$ cat config.mk
export PLATFORM = sky130hd
export DESIGN_NAME = rgb_to_ycbcr_subsampler_top
export DESIGN_NICKNAME = d
export VERILOG_FILES = /design/src/rtl/core/rgbycc_pkg.sv /design/src/rtl/core/rgb_to_ycbcr_subsampler_top.sv
export SDC_FILE = /design/constraint.sdc
export NUM_CORES = 2
export LEC_CHECK = 0
export ABC_AREA = 1
export BUFFER_PORTS_ARGS = -buffer_cell sky130_fd_sc_hd__clkbuf_2
export CORE_ASPECT_RATIO = 0.9
export CORE_MARGIN = 3
export CORE_UTILIZATION = 42
export DETAILED_ROUTE_END_ITERATION = 16
export PLACE_DENSITY_LB_ADDON = 0.12
export SETUP_SLACK_MARGIN = 0.5
export SLEW_MARGIN = 20
export SYNTH_ARGS = -nofsm -noshare
export SYNTH_HDL_FRONTEND = slang
export SYNTH_SLANG_ARGS = --single-unit
$ cat constraint.sdc
create_clock -name clk_i -period 6.36 [get_ports clk_i]
set_clock_uncertainty 0.1 [all_clocks]
set_input_delay 0.954 -clock clk_i [delete_from_list [all_inputs] [get_ports clk_i]]
set_output_delay 0.954 -clock clk_i [all_outputs]
set_load 0.01 [all_outputs]
$ cat src/rtl/core/rgbycc_pkg.sv
package rgbycc_pkg;

  // Channel order inside one pixel: red, green, blue.
  localparam int unsigned NumPix  = 4;
  localparam int unsigned NumChan = 3;
  localparam int unsigned ChanW   = 8;
  localparam int unsigned PixW    = 32;
  localparam int unsigned SumW    = 10;  // four 8-bit channel values
  localparam int unsigned YAccW   = 16;
  localparam int unsigned CAccW   = 18;

  localparam int unsigned ChanR = 0;
  localparam int unsigned ChanG = 1;
  localparam int unsigned ChanB = 2;

  localparam logic [YAccW-1:0] OffsetY  = YAccW'(128 + (16 << 8));
  // Chroma runs at quad scale for every mode: offset times four, shift by ten.
  localparam logic [CAccW-1:0] OffsetUv = CAccW'((128 + (128 << 8)) << 2);

  localparam int unsigned InDataW  = NumPix * PixW;
  localparam int unsigned OutDataW = 3 * NumPix * ChanW;

  typedef enum logic [1:0] {
    CM_444 = 2'd0,
    CM_422 = 2'd1,
    CM_420 = 2'd2
  } chroma_mode_e;

  typedef struct packed {
    logic [NumPix-1:0][NumChan-1:0][ChanW-1:0] pix;
    logic [NumPix-1:0][NumChan-1:0][SumW-1:0]  csum;
    logic [NumPix-1:0]                         cuse;
  } s1_t;

  typedef struct packed {
    logic [NumPix-1:0][YAccW-1:0] yacc;
    logic [NumPix-1:0][CAccW-1:0] cbacc;
    logic [NumPix-1:0][CAccW-1:0] cracc;
    logic [NumPix-1:0]            cuse;
  } s2_t;

endpackage

$ cat src/rtl/core/rgb_to_ycbcr_subsampler_top.sv
// An accepted request passes through input unpack and chroma summing, then
// multiply-accumulate, then the output register.
// Throughput: one 2x2 quad per clock while the output is taken; each stage advances when the stage after
// it is empty or moving, so a held output still lets the earlier stages fill.
// Reset (rst_ni low, asynchronous) empties all stages and sets chroma mode 4:4:4.
module rgb_to_ycbcr_subsampler_top (
  input  logic                                  clk_i,
  input  logic                                  rst_ni,
  input  logic                                  cfg_we_i,
  input  logic [1:0]                            cfg_wdata_i,
  input  logic                                  s_axis_tvalid_i,
  output logic                                  s_axis_tready_o,
  // pixel_top_left, pixel_top_right, pixel_bottom_left, pixel_bottom_right
  input  logic [rgbycc_pkg::InDataW-1:0]        s_axis_tdata_i,
  output logic                                  m_axis_tvalid_o,
  input  logic                                  m_axis_tready_i,
  // luma_top_left, luma_top_right, luma_bottom_left, luma_bottom_right,
  // cb_first .. cb_fourth, cr_first .. cr_fourth
  output logic [rgbycc_pkg::OutDataW-1:0]       m_axis_tdata_o
);

  localparam int unsigned NP = rgbycc_pkg::NumPix;
  localparam int unsigned NC = rgbycc_pkg::NumChan;
  localparam int unsigned CW = rgbycc_pkg::ChanW;

  logic [1:0] mode_q;
  logic       v1_q, v2_q, v3_q;
  logic       en1, en2, en3;

  rgbycc_pkg::s1_t s1_d, s1_q;
  rgbycc_pkg::s2_t s2_d, s2_q;
  logic [rgbycc_pkg::OutDataW-1:0] out_d, out_q;

  assign en3 = !v3_q || m_axis_tready_i;
  assign en2 = !v2_q || en3;
  assign en1 = !v1_q || en2;

  assign s_axis_tready_o = en1;
  assign m_axis_tvalid_o = v3_q;
  assign m_axis_tdata_o  = out_q;

  always_ff @(posedge clk_i or negedge rst_ni) begin
    if (!rst_ni) begin
      mode_q <= 2'(rgbycc_pkg::CM_444);
    end else if (cfg_we_i) begin
      mode_q <= cfg_wdata_i;
    end
  end

  // Stage 1: split pixels and form the chroma source sums for each slot.
  // Every sum is brought to quad scale so one formula serves all modes.
  always_comb begin
    s1_d = '0;
    for (int p = 0; p < NP; p++) begin
      for (int c = 0; c < NC; c++) begin
        s1_d.pix[p][c] = s_axis_tdata_i[p*rgbycc_pkg::PixW + (NC-1-c)*CW +: CW];
      end
    end
    unique case (rgbycc_pkg::chroma_mode_e'(mode_q))
      rgbycc_pkg::CM_444: begin
        for (int p = 0; p < NP; p++) begin
          for (int c = 0; c < NC; c++) begin
            s1_d.csum[p][c] = {s1_d.pix[p][c], 2'b00};
          end
        end
        s1_d.cuse = 4'b1111;
      end
      rgbycc_pkg::CM_422: begin
        for (int h = 0; h < 2; h++) begin
          for (int c = 0; c < NC; c++) begin
            s1_d.csum[h][c] = {(9'(s1_d.pix[2*h][c]) + 9'(s1_d.pix[2*h+1][c])), 1'b0};
          end
        end
        s1_d.cuse = 4'b0011;
      end
      default: begin
        // 4:2:0, and the reserved code, average the whole quad.
        for (int c = 0; c < NC; c++) begin
          s1_d.csum[0][c] = 10'(s1_d.pix[0][c]) + 10'(s1_d.pix[1][c])
                          + 10'(s1_d.pix[2][c]) + 10'(s1_d.pix[3][c]);
        end
        s1_d.cuse = 4'b0001;
      end
    endcase
  end

  // Stage 2: constant-coefficient multiply-accumulate. Chroma results are
  // never negative, so modular arithmetic at the accumulator width is exact.
  always_comb begin
    s2_d      = '0;
    s2_d.cuse = s1_q.cuse;
    for (int p = 0; p < NP; p++) begin
      s2_d.yacc[p] = 16'd47  * 16'(s1_q.pix[p][rgbycc_pkg::ChanR])
                   + 16'd157 * 16'(s1_q.pix[p][rgbycc_pkg::ChanG])
                   + 16'd16  * 16'(s1_q.pix[p][rgbycc_pkg::ChanB])
                   + rgbycc_pkg::OffsetY;
      s2_d.cbacc[p] = 18'd112 * 18'(s1_q.csum[p][rgbycc_pkg::ChanB])
                    + rgbycc_pkg::OffsetUv
                    - 18'd26  * 18'(s1_q.csum[p][rgbycc_pkg::ChanR])
                    - 18'd86  * 18'(s1_q.csum[p][rgbycc_pkg::ChanG]);
      s2_d.cracc[p] = 18'd112 * 18'(s1_q.csum[p][rgbycc_pkg::ChanR])
                    + rgbycc_pkg::OffsetUv
                    - 18'd102 * 18'(s1_q.csum[p][rgbycc_pkg::ChanG])
                    - 18'd10  * 18'(s1_q.csum[p][rgbycc_pkg::ChanB]);
    end
  end

  // Stage 3: scale down and clear the chroma slots the mode leaves unused.
  always_comb begin
    out_d = '0;
    for (int p = 0; p < NP; p++) begin
      out_d[p*CW +: CW] = s2_q.yacc[p][rgbycc_pkg::YAccW-1 -: CW];
      if (s2_q.cuse[p]) begin
        out_d[(NP+p)*CW +: CW]   = s2_q.cbacc[p][rgbycc_pkg::CAccW-1 -: CW];
        out_d[(2*NP+p)*CW +: CW] = s2_q.cracc[p][rgbycc_pkg::CAccW-1 -: CW];
      end
    end
  end

  always_ff @(posedge clk_i or negedge rst_ni) begin
    if (!rst_ni) begin
      v1_q <= 1'b0;
      v2_q <= 1'b0;
      v3_q <= 1'b0;
    end else begin
      if (en1) begin
        v1_q <= s_axis_tvalid_i;
      end
      if (en2) begin
        v2_q <= v1_q;
      end
      if (en3) begin
        v3_q <= v2_q;
      end
    end
  end

  always_ff @(posedge clk_i) begin
    if (en1 && s_axis_tvalid_i) begin
      s1_q <= s1_d;
    end
    if (en2 && v1_q) begin
      s2_q <= s2_d;
    end
    if (en3 && v2_q) begin
      out_q <= out_d;
    end
  end

  // An accepted request always lands in the first stage.
  assert property (@(posedge clk_i) disable iff (!rst_ni)
    (s_axis_tvalid_i && s_axis_tready_o) |=> v1_q)
    else $error("accepted request did not enter stage 1");

  // With the output stage empty the whole pipeline must be able to move.
  assert property (@(posedge clk_i) disable iff (!rst_ni)
    !v3_q |-> s_axis_tready_o)
    else $error("input stalled while output stage is empty");

  // A stage holding data can only hand it on when the next stage moves.
  assert property (@(posedge clk_i) disable iff (!rst_ni)
    (v2_q && !en3) |=> (v2_q && $stable(s2_q)))
    else $error("stage 2 data lost during a stall");

  // Chroma in a used slot is within the limited range.
  assert property (@(posedge clk_i) disable iff (!rst_ni)
    m_axis_tvalid_o |-> (m_axis_tdata_o[5*CW-1 -: CW] >= 8'd16 &&
                         m_axis_tdata_o[5*CW-1 -: CW] <= 8'd240 &&
                         m_axis_tdata_o[9*CW-1 -: CW] >= 8'd16 &&
                         m_axis_tdata_o[9*CW-1 -: CW] <= 8'd240))
    else $error("first chroma value out of range");

endmodule

# [Word-level counts from Yosys, hierarchy flattened]
# Cells that the tools add are included.
[classes] n_addsub=51 mul=32 div_mod_pow=0 order_cmp=0 n_eq_ne=1 n_shift=0 muxes=2 bitwise_logic=0 n_reduce_logical=10
[ops] op="3-bit by 10-bit multiplier with 13-bit output (first input constant)" count=12
[ops] op="17-bit by 18-bit adder with 18-bit output (second input constant)" count=8
[ops] op="18-bit by 17-bit subtractor with 18-bit output" count=8
[ops] op="6-bit by 10-bit multiplier with 16-bit output (first input constant)" count=8
[ops] op="8-bit by 8-bit adder with 9-bit output" count=9
[ops] op="18-bit by 14-bit subtractor with 18-bit output" count=4
[ops] op="18-bit by 15-bit subtractor with 18-bit output" count=4
[ops] op="34-bit case mux with 2 select lines" count=1
[ops] op="14-bit by 16-bit adder with 16-bit output" count=4
[ops] op="16-bit by 12-bit adder with 16-bit output" count=4
[ops] op="16-bit by 13-bit adder with 16-bit output (second input constant)" count=4
[ops] op="8-bit by 8-bit multiplier with 16-bit output (first input constant)" count=4
[ops] op="30-bit case mux with 2 select lines" count=1
[ops] op="4-bit by 10-bit multiplier with 14-bit output (first input constant)" count=4
[ops] op="6-bit by 8-bit multiplier with 14-bit output (first input constant)" count=4
[ops] op="10-bit by 8-bit adder with 10-bit output" count=3
[ops] op="9-bit by 8-bit adder with 10-bit output" count=3
[ops] op="1-bit logical AND" count=3
[ops] op="1-bit logical NOT" count=3
[ops] op="1-bit logical OR" count=3
[ops] op="2-bit by 1-bit == test with 1-bit output (second input constant)" count=1
[ops] op="2-bit logical NOT" count=1
[totals] regBits=533 latch_bits=0 ram_bits=0 romBits=0 input_bits=135 out_inout_bits=98 elab_cells=149 memories=0

# [Logic depth before layout (Yosys ltp)]
[logic_depth] ltp_word=5 ltp_mapped=25 depth_no_buf=25

# [Worst setup path after synthesis]
# OpenSTA, ideal clock, no wires.
[synth_timing] path_kind="input to register" start="input port m_axis_tready_i" end="register out_q (netlist bit m_axis_tdata_o[0]) (enable)" setup_ns=0.582 arrival_time_ns=5.605 required_time_ns=5.678 path_slack_ns=0.073 path_stages=2 path_buffers=0 cell_sequence="inv_1 a21oi_1"
[synth_between] elab_chain_cells=2
[synth_lines] item="from (decl)" line="rgb_to_ycbcr_subsampler_top.sv:16" source="input logic m_axis_tready_i,"
[synth_lines] item="1-bit logical OR" line="rgb_to_ycbcr_subsampler_top.sv:34" source="assign en3 = !v3_q || m_axis_tready_i;"
[synth_lines] item="1-bit logical AND" line="rgb_to_ycbcr_subsampler_top.sv:145" source="if (en3 && v2_q) begin"
[synth_lines] item="to (signal assigned)" line="rgb_to_ycbcr_subsampler_top.sv:146" source="out_q <= out_d;"
[synth_lines] item="to (decl)" line="rgb_to_ycbcr_subsampler_top.sv:32" source="logic [rgbycc_pkg::OutDataW-1:0] out_d, out_q;"
# No other way between the ends.
# A chain may end at the register's enable or synchronous reset.

==> qor.txt <==
Minimum clock period - 5450 ps
Layer with the highest usage - met2
Seq cells post-synth - 402
Met1 usage - 29.7%
Setup violators final - 0
Hpwl dp - 121000 um
Cell count after synthesis - 6398
Layout area overhead - 8.82%
Vias - 41700
Leading area contributor after synthesis - ha_1
Std-Cell Rows - 125
Vias in the first global route - 41200
TritonCTS clock tree - yes
Ys async rst share - 1.24%
CP cell instances - ha_1, fa_1, inv_1, fa_1, inv_1, ha_1, a21oi_1, o21a_1, nand2_2, nand2_1, nand2_1, nand2_1, nand2_1, fa_1, inv_1, ha_1, ha_1, nand2_2, nor2_1, nand2_1, o21bai_1, nand3_1, nand2_1
Fin. max-slew vios - 0
First-pass GRT wire length - 227000 um
CP Capture Type - flop
Crit path buf inv count - 3
FMAX - 184 MHz
Max clock buf depth - 3
Initial core utilization - 42.7%
# clock sinks - 402
Grt total ovfl - 0
Final TNS setup - 0 ps
I/O pins - 233
IO Port Bufs - 200
Die extent in y - 351 um
Main synth FF type - edfxtp_1
CTS buffer count - 51
Core Area - 130000 sq um
Die footprint - 137000 sq um
Die W - 389 um
Kind of cell adding the most delay to the critical path - adder cells
CP max FO - 6
Startpoint Class - flop
Slew at the pin closest to its max-slew limit - 1020 ps
Tot GR Track Use - 21.2%
GPL Wtd Cong - 0.911
CP max stage cell - fa_1
Vias per cell - 4.95
Post-Syn Nets - 8116
Count leader, synth - inv_1
Seq/Total Area, Yosys - 21.7%
Hold crit path type - primary input to async pin
WL/cell - 16.9 um
Initial DRT Pass Iterations - 6
Syn Std Cell Area - 55500 sq um
H-tree levels - 2
Crit path largest cell delay - 560 ps
Clk root buf - clkbuf_16
Max-cap violations - 0
Met2 Track Usage GR - 35.0%
RSZ-0062 raised after global routing - no
Final Hold Viols - 0
Initial antenna violation count - 20
Outcome - finished, final reports clean
DRT iter0 DRCs - 2337
CP most frequent cell - nand2_1
Post-CTS Setup Bufs - 0
Synth cell types - 41
DRC viols - 0
Crit path kind - flop to flop
Reg clk slew, reported paths - 60 ps
Routed Wire Length - 142000 um
Yosys warns - 0
Worst Path Required - 6660 ps
ANT nets after route - 0
CP Data Arrival Time - 5750 ps
Max-slew headroom - 31.7%
Pin count of the biggest net entering global routing - 124
Layout cells sized above 1 - 5.03%
Synth area leaders - ha_1 24%, edfxtp_1 21%, fa_1 19%, inv_1 10%, nand2_1 8.4%
Later-pin clock latency in the skew report - 670 ps
Area share of the largest cell type after synthesis - 23.5%
Post-synth EDFFs - 397
Synth cell count leaders - 1503 x inv_1, 1237 x nand2_1, 1043 x ha_1
Syn Area/Cell - 8.68 sq um
Period utilization - 85.6%
GR Util met3 - 3.20%
Final net count - 8356
==> registers in the layout, summed over array words and instances (netlist names) <==
register / flops
v2_q: 1
out_d: 32
mode_q: 2
s2_q: 66
s1_q: 203
m_axis_tdata_o: 96
m_axis_tvalid_o: 1
v1_q: 1
==> layout make-up <==
type | count | area, sq um
fill | 12800 | 69700
sequential | 402 | 12000
timing repair buffer | 210 | 1110
tap | 1714 | 2140
multi-input combinational | 4466 | 37700
clock inverter | 37 | 373
clock buffer | 58 | 1340
antenna | 13 | 32.5
inverter | 1507 | 5660
==> cells by family (layout without fill, tap and decap cells) <==
family	Yosys count	after routing	share of synthesized area, %
multiplexers	1	1	0.0203
AO/OA/AOI/OAI	636	636	6.28
AND/OR/NAND/NOR	2054	2054	15.6
XOR/XNOR	192	192	3.03
buffers and inverters	1530	1812	10.4
adder cells (fa/ha/maj)	1583	1583	43.0
flip-flops	402	402	21.7
other	0	13	0
==> metrics by stage <==
stage | setup slack, ps | instance area [sq um] | utilization, % | hold slack (ps) | instances
2_1_floorplan | 1400 | 55500 | - | 300 | 6398
3_3_place_gp | 952 | 58600 | 45.1 | 300 | 8298
3_5_place_dp | 951 | 58600 | 45.1 | 305 | 8298
4_1_cts | 937 | 60400 | 46.4 | 15.7 | 8393
5_1_grt | 522 | 60400 | 46.4 | 32.8 | 8395
6_report | 914 | 60400 | 46.4 | 62.7 | 8407
==> timing repair <==
item                                    CTS  global route
endpoints found under the setup margin    0             1
resized for setup                         0             1
hold buffers                              0             0
==> per-layer routing <==
| metal | vias up | part of all wire, % |
|---|---|---|
| li1 | 21000 | - |
| met1 | 19700 | 47 |
| met3 | 141 | 5.3 |
| met4 | 6 | 2.1 |
| met2 | 749 | 45 |
| met5 | - | 0.022 |
==> path summary, 6_finish.rpt <==
check,from,endpoint,slack [ps],cells after the start
min in group clk_i,s2_q[21],m_axis_tdata_o[71],320,0
setup reg to reg,s1_q[16],s2_q[19],910,23
hold / removal,rst_ni,v1_q,60,1
max in group asynchronous,rst_ni,mode_q[1],5910,1
hold reg to reg,s2_q[21],m_axis_tdata_o[71],320,0
setup / recovery,s1_q[16],s2_q[19],910,23
==> layout by cell type, fill, tap and decap left out, types with 138 or more instances in the layout <==
master	n
inv_1	1501
nand2_1	1237
ha_1	1043
fa_1	540
edfxtp_1	397
nand3_1	348
a21oi_1	347
nor2_1	279
clkbuf_2	200
o21ai_0	138
Power is not shown: default switching activity piles up to over one toggle a cycle in this logic, so the estimate is an artifact.
